## src/design/unf_pkg.sv

```systemverilog
// Shared types, template table and constants for the unpredictable encoding filter.
`timescale 1ns / 1ps

package unf_pkg;

   localparam int unsigned WORD_W     = 32;
   localparam int unsigned REG_W      = 5;
   localparam int unsigned TMPL_COUNT = 13;

   // register index that names SP/ZR in the base field
   localparam logic [REG_W-1:0] REG_SP = 5'd31;

   // register condition checked once the fixed bits agree
   typedef enum logic [2:0] {
      RULE_T_N,
      RULE_TT2_N,
      RULE_TT2_N_OR,
      RULE_T_T2,
      RULE_SIMD_PAIR
   } rule_type;

   typedef struct packed {
      logic [WORD_W-1:0] fixed_mask;
      logic [WORD_W-1:0] pattern;
      rule_type          rule;
   } tmpl_type;

   localparam tmpl_type TMPL_TABLE [TMPL_COUNT] = '{
      '{32'h3FA0_0000, 32'h3800_0000, RULE_T_N},        // load register, writeback
      '{32'h7EC0_0000, 32'h28C0_0000, RULE_TT2_N_OR},   // load pair, writeback
      '{32'h7FC0_0000, 32'h2940_0000, RULE_T_T2},       // load pair, signed offset
      '{32'h3FE0_0000, 32'h38C0_0000, RULE_T_N},        // load signed register
      '{32'h7EC0_0000, 32'h2880_0000, RULE_TT2_N},      // store pair, writeback
      '{32'hFEC0_0000, 32'h68C0_0000, RULE_TT2_N_OR},   // load pair signed word, wb
      '{32'hFFC0_0000, 32'h6940_0000, RULE_T_T2},       // load pair signed word, offset
      '{32'h7FC0_0000, 32'h2840_0000, RULE_T_T2},       // load non-temporal pair
      '{32'hBFC0_0000, 32'h2C40_0000, RULE_T_T2},       // SIMD non-temporal pair 32/64
      '{32'hFFC0_0000, 32'hAC40_0000, RULE_T_T2},       // SIMD non-temporal pair 128
      '{32'h3E40_0000, 32'h2C40_0000, RULE_SIMD_PAIR},  // SIMD load pair
      '{32'hBFE0_8000, 32'h8860_8000, RULE_T_T2},       // load-acquire exclusive pair
      '{32'hBFE0_8000, 32'h8860_0000, RULE_T_T2}        // load exclusive pair
   };

endpackage

```

## src/design/unf_match.sv

```systemverilog
// Template matcher: flags a word that hits any unpredictable encoding template.
`timescale 1ns / 1ps

module unf_match
   import unf_pkg::*;
(
   input  logic [WORD_W-1:0] word,
   output logic              drop
);

   logic [REG_W-1:0] fld_t;
   logic [REG_W-1:0] fld_n;
   logic [REG_W-1:0] fld_t2;
   logic [1:0]       fld_idx;
   logic [1:0]       fld_opc;
   logic             wb_single;
   logic             wb_pair;
   logic             same;
   logic             simd_ok;
   logic [TMPL_COUNT-1:0] hit;

   // register fields
   assign fld_t   = word[4:0];
   assign fld_n   = word[9:5];
   assign fld_t2  = word[14:10];
   assign fld_idx = word[24:23];
   assign fld_opc = word[31:30];

   // shared register conditions
   assign wb_single = (fld_t == fld_n) && (fld_n != REG_SP);
   assign wb_pair   = ((fld_t == fld_n) || (fld_t2 == fld_n)) && (fld_n != REG_SP);
   assign same      = (fld_t == fld_t2);
   assign simd_ok   = (fld_idx != 2'd0) && (fld_opc != 2'd3) && same;

   // one compare per template, independent of each other
   always_comb begin
      for (int i = 0; i < TMPL_COUNT; i++) begin
         hit[i] = 1'b0;
         if ((word & TMPL_TABLE[i].fixed_mask) == TMPL_TABLE[i].pattern) begin
            unique case (TMPL_TABLE[i].rule)
               RULE_T_N:       hit[i] = wb_single;
               RULE_TT2_N:     hit[i] = wb_pair;
               RULE_TT2_N_OR:  hit[i] = wb_pair || same;
               RULE_T_T2:      hit[i] = same;
               RULE_SIMD_PAIR: hit[i] = simd_ok;
               default:        hit[i] = 1'b0;
            endcase
         end
      end
   end

   assign drop = |hit;

endmodule

```

## src/design/unpredictable_encoding_filter_core.sv

```systemverilog
// Top level: input register, template match, result register with stall handling.
// A kept word passes from the input register into the result register, which drives rsp_.
// Throughput: one word per cycle unless the result is stalled; the match sits between the input and result registers.
// A stalled result still lets the input stage take a word while it is empty or dropping.
// Reset (synchronous, active high) clears both valid flags; data registers are not reset.
`timescale 1ns / 1ps

module unpredictable_encoding_filter_core
   import unf_pkg::*;
(
   input  logic              clock,
   input  logic              reset,
   input  logic              req_valid,
   output logic              req_stall,
   input  logic [WORD_W-1:0] req_instruction_word,
   output logic              rsp_valid,
   input  logic              rsp_stall,
   output logic [WORD_W-1:0] rsp_kept_word
);

   logic              in_valid_ff;
   logic              in_valid_in;
   logic [WORD_W-1:0] in_word_ff;
   logic              out_valid_ff;
   logic              out_valid_in;
   logic [WORD_W-1:0] out_word_ff;
   logic              in_drop;
   logic              out_free;
   logic              in_move;

   unf_match u_match (
      .word (in_word_ff),
      .drop (in_drop)
   );

   // handshake: input stage moves if empty, dropping, or the result slot frees
   assign out_free  = !out_valid_ff || !rsp_stall;
   assign in_move   = !in_valid_ff || in_drop || out_free;
   assign req_stall = !in_move;

   assign in_valid_in  = in_move ? req_valid : in_valid_ff;
   assign out_valid_in = out_free ? (in_valid_ff && !in_drop) : out_valid_ff;

   // control registers
   always_ff @(posedge clock) begin
      if (reset) begin
         in_valid_ff  <= 1'b0;
         out_valid_ff <= 1'b0;
      end else begin
         in_valid_ff  <= in_valid_in;
         out_valid_ff <= out_valid_in;
      end
   end

   // data registers
   always_ff @(posedge clock) begin
      if (in_move) begin
         in_word_ff <= req_instruction_word;
      end
      if (out_free) begin
         out_word_ff <= in_word_ff;
      end
   end

   assign rsp_valid     = out_valid_ff;
   assign rsp_kept_word = out_word_ff;

`ifndef SYNTHESIS
   // a kept word moves into a free result slot unchanged
   a_kept_forward: assert property (@(posedge clock) disable iff (reset)
      in_valid_ff && !in_drop && out_free |=> out_valid_ff && out_word_ff == $past(in_word_ff))
      else $error("kept word did not reach result register");

   // a dropped word never turns into a result
   a_drop_gone: assert property (@(posedge clock) disable iff (reset)
      in_valid_ff && in_drop && !out_valid_ff |=> !out_valid_ff)
      else $error("dropped word produced a result");

   // input stalls only when both stages are full and the output is stalled
   a_stall_cause: assert property (@(posedge clock) disable iff (reset)
      req_stall |-> in_valid_ff && out_valid_ff && rsp_stall && !in_drop)
      else $error("input stalled without a full pipeline");
`endif

endmodule

```

## config.mk

```make
export PLATFORM = sky130hd
export DESIGN_NAME = unpredictable_encoding_filter_core
export DESIGN_NICKNAME = d
export VERILOG_FILES = /design/src/design/unf_pkg.sv /design/src/design/unf_match.sv /design/src/design/unpredictable_encoding_filter_core.sv
export SDC_FILE = /design/constraint.sdc
export NUM_CORES = 1
export LEC_CHECK = 0
export BUFFER_PORTS_ARGS = -buffer_cell sky130_fd_sc_hd__buf_2
export CORE_MARGIN = 5
export CORE_UTILIZATION = 45
export CTS_BUF_LIST = sky130_fd_sc_hd__clkbuf_16
export DETAILED_ROUTE_END_ITERATION = 16
export GPL_ROUTABILITY_DRIVEN = 0
export PLACE_DENSITY = 0.74
export SLEW_MARGIN = 20
export SYNTH_ARGS = -nofsm -noshare
export SYNTH_HDL_FRONTEND = slang
export SYNTH_SLANG_ARGS = --single-unit
export TNS_END_PERCENT = 5
```

## constraint.sdc

```tcl
create_clock -name clock -period 2 [get_ports clock]
set_input_delay 0.2 -clock clock [delete_from_list [all_inputs] [get_ports clock]]
set_output_delay 0.2 -clock clock [all_outputs]
set_load 0.005 [all_outputs]
```

==> summary.md, run 1 <==
| Metric | Value |
|---|---|
| Worst-Margin Slew | 0.453 ns |
| Count of input and output buffers | 69 |
| Yosys top cell by area | edfxtp_1 |
| Top_reg_cell synth | edfxtp_1 |
| Failing checks | negative setup slack |
| Startpoint class of the critical path | flop |
| DRC | 0 |
| Post-synth top area share | 82.4% |
| Worst Path Required | 1.80 ns |
| Layout cells sized above 1 | 45.4% |
| Final setup violation count | 1 |
| Post-CTS Setup Bufs | 0 |
| Total power | 3.38 mW |
| GRT Util Overall | 13.8% |
| Reg clk slew, reported paths | 0.05 ns |
| Commonest cells post-synth | 64 x edfxtp_1, 15 x xor2_1, 5 x nor3_1 |
| Distinct cells, synth | 24 |
| Pre-CTS setup slack | -0.0148 ns |
| CTS tree | yes |
| H-tree depth | 3 |
| Placed cell count | 261 |
| Ys async rst share | 0% |
| Post-synthesis cell area | 2330 um^2 |
| Vias | 1301 |
| EDFF count, synth | 64 |
| Global-route wire length before repair | 6.42 mm |
| Outcome | complete, but fails checks |
| Largest net degree at the start of global routing | 20 |
| Synth area leaders | edfxtp_1 82%, xor2_1 5.6%, dfxtp_1 1.7% |
| Pre-antenna DRT Iters | 4 |
| DIE WIDTH | 82.0 um |
| Number of diodes | 0 |
| Worst-path maximum fanout | 6 |
| Clock latency on the worst-skew pair | 0.32 ns |
| Core area | 5070 um^2 |
| Drt total wl | 4.14 mm |
| CTS Buffer Depth | 2 |
| Met1 Usage GRT | 15.5% |
| Starting density of the core | 45.9% |
| Cells after synthesis | 114 |
| CTS Buf Count | 9 |
| RSZ-0062 raised after global routing | true |
| Post-Synthesis Net Count | 150 |
| Reg2reg setup slack | 0.01 ns |
| Max-cap violation count | 0 |
| Final Non-Filler Cells | 277 |
| Setup TNS Final | -0.185 ns |
| Final Hold Viols | 0 |
| Vias in the first global route | 1359 |
| Die area | 6720 um^2 |
| Initial antenna violation count | 0 |
| GRT overflow | 0 |
| Top-count cell post-synth | edfxtp_1 |
| Post-route setup slack | -0.185 ns |
| Slew Viols, Final | 0 |
| Met2 usage | 22.5% |
| Peak VDD IR | 0.888 mV |
| I/O Pins | 70 |
| Antenna Nets Post-Route | 0 |
| Cell Pwr Density | 1070 nW/um^2 |
| Minimum clock period | 2.18 ns |
| Critical Path Sink | req_stall |
| Initial drt markers | 50 |
| Root Buffer | clkbuf_16 |
| Critical path startpoint | in_word_ff[28] |
| Area growth from synthesis to layout | 34.9% |
| Met3 usage | 7.24% |
| Cell area after layout | 3140 um^2 |
| Clk sink count | 66 |
| CP arrival | 1.98 ns |
| LEAKAGE | 1.29 nW |
| Synth warn | 0 |
| Rows | 26 |
| Post-layout nets | 238 |
| HPWL after DPL | 3.09 mm |
| Most utilized layer in the global route result | met2 |
| Worst min path class | in -> reg |
| Crit path kind | reg -> out |
| Post-DP Area | 2840 um^2 |
| WL per Instance | 14.9 um |
| R2r startpoint | in_word_ff[28] |
| Tcrit/Tclk final | 109% |
| Via/cell ratio | 4.70 |
| Hold_buf cts | 0 |
| Seq/Total Area, Yosys | 84.2% |
| Post-synthesis register bit count | 66 |
| R2R cell count | 5 |
| Die Height | 82.0 um |
| Fin Clk Skew | 0.00754 ns |
| Syn avg cell area | 20.4 um^2 |
| Slew headroom | 69.8% |
| Crit end category | output pin |
| Reg-to-Reg End | in_word_ff[9] |
| Fmax | 458 MHz |
-- cell families (layout without fill, tap and decap cells) --
kind of cell           after synthesis  after routing  share of synthesized area [%]
AND/OR/NAND/NOR                     21             21                           5.58
multiplexers                         1              1                          0.429
AO/OA/AOI/OAI                        7              7                           3.54
buffers and inverters                4             97                          0.644
flip-flops                          66             66                           84.2
XOR/XNOR                            15             15                           5.64
-- critical path: stages (launching register included) --
cell and delay, ns:
edfxtp_1 0.38, or3b_4 0.43, a2111oi_4 0.28, o2111ai_2 0.23, nand3_4 0.18, inv_1 0.05, buf_2 0.12
-- per-stage QoR --
step | hold WS [ns] | utilization, %
after detailed placement | 0.378 | 55.9
after CTS | 0.0416 | 62.0
after global routing | 0.0350 | 62.0
after global placement | 0.377 | 55.9
final | 0.0522 | 62.0
after floorplan | 0.262 | -
-- layer usage --
layer	part of all wire, %	wire, um	vias to the layer above
li1	-	-	619
met1	39	1620	625
met2	52	2150	50
met3	7.5	312	7
met4	1.1	46	0
met5	0	0	-
-- area by class of cell --
class / instances / area, um^2
multi-input cells: 44 / 370
inverters: 4 / 15.0
fillers: 386 / 1930
repair buffers: 77 / 405
well taps: 70 / 87.6
clock buffers: 9 / 225
clock inverters: 7 / 78.8
flip-flops and latches: 66 / 1960
-- what timing repair did --
| action | CTS | global route |
|---|---|---|
| endpoints found under the setup margin | 16 | 33 |
| gates resized for setup | 1 | 0 |
| endpoints found under the hold margin | 0 | 0 |
-- power by group --
group	switching, mW	total [mW]	internal [mW]
logic	0.0746	0.160	0.0851
clock network	0.489	1.55	1.07
registers	0.0479	1.66	1.62
total	0.611	3.38	2.77
-- sequential cells by signal, indices dropped and copies added, names as in the netlist --
| register | count |
|---|---|
| in_valid_ff | 1 |
| in_word_ff | 32 |
| rsp_kept_word | 32 |
| rsp_valid | 1 |
-- layout by cell type (no fill, tap or decap), types with 2 or more instances in the layout --
cell type / n
bufinv_16: 2
buf_4: 8
buf_2: 69
nor3_1: 5
inv_1: 6
clkbuf_16: 9
xor2_1: 15
clkinv_1: 3
dfxtp_1: 2
edfxtp_1: 64
nand2b_1: 3
nand3_1: 2
nand4_1: 2
nor2_1: 2
-- worst min-delay path by stage --
stage	slack, ns	start	endpoint	cells after the start
floorplan	0.26	reset	in_valid_ff	1
global placement	0.38	req_instruction_word[5]	in_word_ff[5]	1
detailed placement	0.38	req_instruction_word[0]	in_word_ff[0]	1
CTS	0.04	req_instruction_word[18]	in_word_ff[18]	1
global route	0.03	req_instruction_word[18]	in_word_ff[18]	1
finish	0.05	req_instruction_word[18]	in_word_ff[18]	1
(Power assumes the default switching activity.)
==> inputs of run 2 (changes only) <==
REMOVE_ABC_BUFFERS = 1   (was not set)
==> summary.md, run 2 (synthesized netlist as in run 1, its figures left out) <==
| Metric | Value |
|---|---|
| Outcome | complete, but fails checks |
| Failing checks | negative setup slack |
| Commonest non-fill, non-tap cell in the layout | buf_2 |
| Max-cap violation count | 0 |
| Starting density of the core | 45.9% |
| CTS tree | yes |
| R2R cell count | 6 |
| Clock latency on the worst-skew pair | 0.32 ns |
| Die Height | 82.0 um |
| Final setup violation count | 9 |
| Pre-antenna DRT Iters | 4 |
| Antenna Nets Post-Route | 0 |
| Multi-input gate area | 368 um^2 |
| Area growth from synthesis to layout | 35.1% |
| Pre-CTS setup slack | -0.0389 ns |
| Worst-Margin Slew | 0.349 ns |
| CP arrival | 1.87 ns |
| Worst Path Required | 1.80 ns |
| Root Buffer | clkbuf_16 |
| WL per Instance | 14.7 um |
| Clk sink count | 66 |
| Global-route wire length before repair | 6.58 mm |
| Slew headroom | 76.5% |
| Vias | 1276 |
| Setup TNS Final | -0.0832 ns |
| Tcrit/Tclk final | 104% |
| Cell Pwr Density | 1030 nW/um^2 |
| Reg2reg setup slack | 0 ns |
| Hold_buf cts | 0 |
| Rows | 26 |
| LEAKAGE | 1.30 nW |
| Final Hold Viols | 0 |
| Worst-path maximum fanout | 3 |
| GRT overflow | 0 |
| Minimum clock period | 2.07 ns |
| DRC | 0 |
| Fmax | 482 MHz |
| RSZ-0062 raised after global routing | true |
| Largest net degree at the start of global routing | 18 |
| Post-route setup slack | -0.0744 ns |
| Vias in the first global route | 1393 |
| Reg area | 1960 um^2 |
| Startpoint class of the critical path | flop |
| Post-layout nets | 240 |
| Initial drt markers | 82 |
| Drt total wl | 4.09 mm |
| Die area | 6720 um^2 |
| CTS Buffer Depth | 2 |
| Via/cell ratio | 4.57 |
| Fin Clk Skew | 0.00432 ns |
| # fillers | 397 |
| Slew Viols, Final | 0 |
| CTS Buf Count | 9 |
| Number of diodes | 0 |
| Crit end category | output pin |
| Layout cells sized above 1 | 46.9% |
| GRT Util Overall | 14.1% |
| I/O Pins | 70 |
| Peak VDD IR | 0.573 mV |
| Reg clk slew, reported paths | 0.05 ns |
| Core area | 5070 um^2 |
| Count of input and output buffers | 69 |
| Worst min path class | in -> reg |
| HPWL after DPL | 2.93 mm |
| Crit path kind | reg -> out |
| Hold Path Stages | 1 |
| Initial antenna violation count | 0 |
| H-tree depth | 3 |
| DIE WIDTH | 82.0 um |
| Most frequent cells in the layout | 69 x buf_2, 64 x edfxtp_1, 15 x xor2_1, 9 x clkbuf_16, 8 x inv_1 |
run 2: worst paths after layout:
check,startpoint,to
min reg2reg,in_word_ff[20],rsp_kept_word[20]
max reg2reg,in_word_ff[25],in_word_ff[8]
max,in_word_ff[25],req_stall
min,req_instruction_word[14],in_word_ff[14]
run 2: worst max-delay path, cell delays in order (launching register included):
cell and delay [ns]:
edfxtp_1 0.38, or3b_4 0.43, a2111oi_4 0.29, o2111ai_2 0.17, nand3_2 0.13, inv_1 0.04
buf_2 0.11
run 2: per-stage QoR:
| step | cells | power [mW] | hold slack [ns] | instance area, um^2 | util, % |
|---|---|---|---|---|---|
| CTS | 279 | 3.29 | 0.0473 | 3140 | 61.8 |
| global route | 279 | 3.38 | 0.0392 | 3150 | 62.0 |
| finish | 279 | 3.26 | 0.0560 | 3150 | 62.0 |
| floorplan | 114 | 1.74 | 0.262 | 2330 | - |
| global placement | 260 | 1.85 | 0.377 | 2820 | 55.5 |
| detailed placement | 260 | 1.85 | 0.378 | 2820 | 55.5 |
run 2: repair_timing:
action,in CTS,in global routing
gates resized for setup,4,3
pin swaps,5,0
endpoints found under the hold margin,0,0
buffers inserted,3,0
setup endpoints to repair,33,34
run 2: area by class of cell:
type                       count  share of cell area (%)
sequential                    66                    62.3
tap                           70                    2.78
clock inverter                 7                    1.75
multi-input combinational     44                    11.7
inverter                       4                   0.477
timing repair buffer          79                    13.8
clock buffer                   9                    7.15
run 2: per-layer routing:
metal	global-route usage, %	share of wire (%)	vias up
met5	0	0	-
met4	6.98	1.1	0
met3	5.92	7.6	4
met2	23.7	52	48
met1	15.4	39	600
li1	-	-	624
run 2: power breakdown:
group,internal (mW),total [mW],switching (mW)
registers,1.62,1.66,0.0467
clock network,0.939,1.43,0.491
logic,0.0872,0.165,0.0773
total,2.64,3.26,0.615
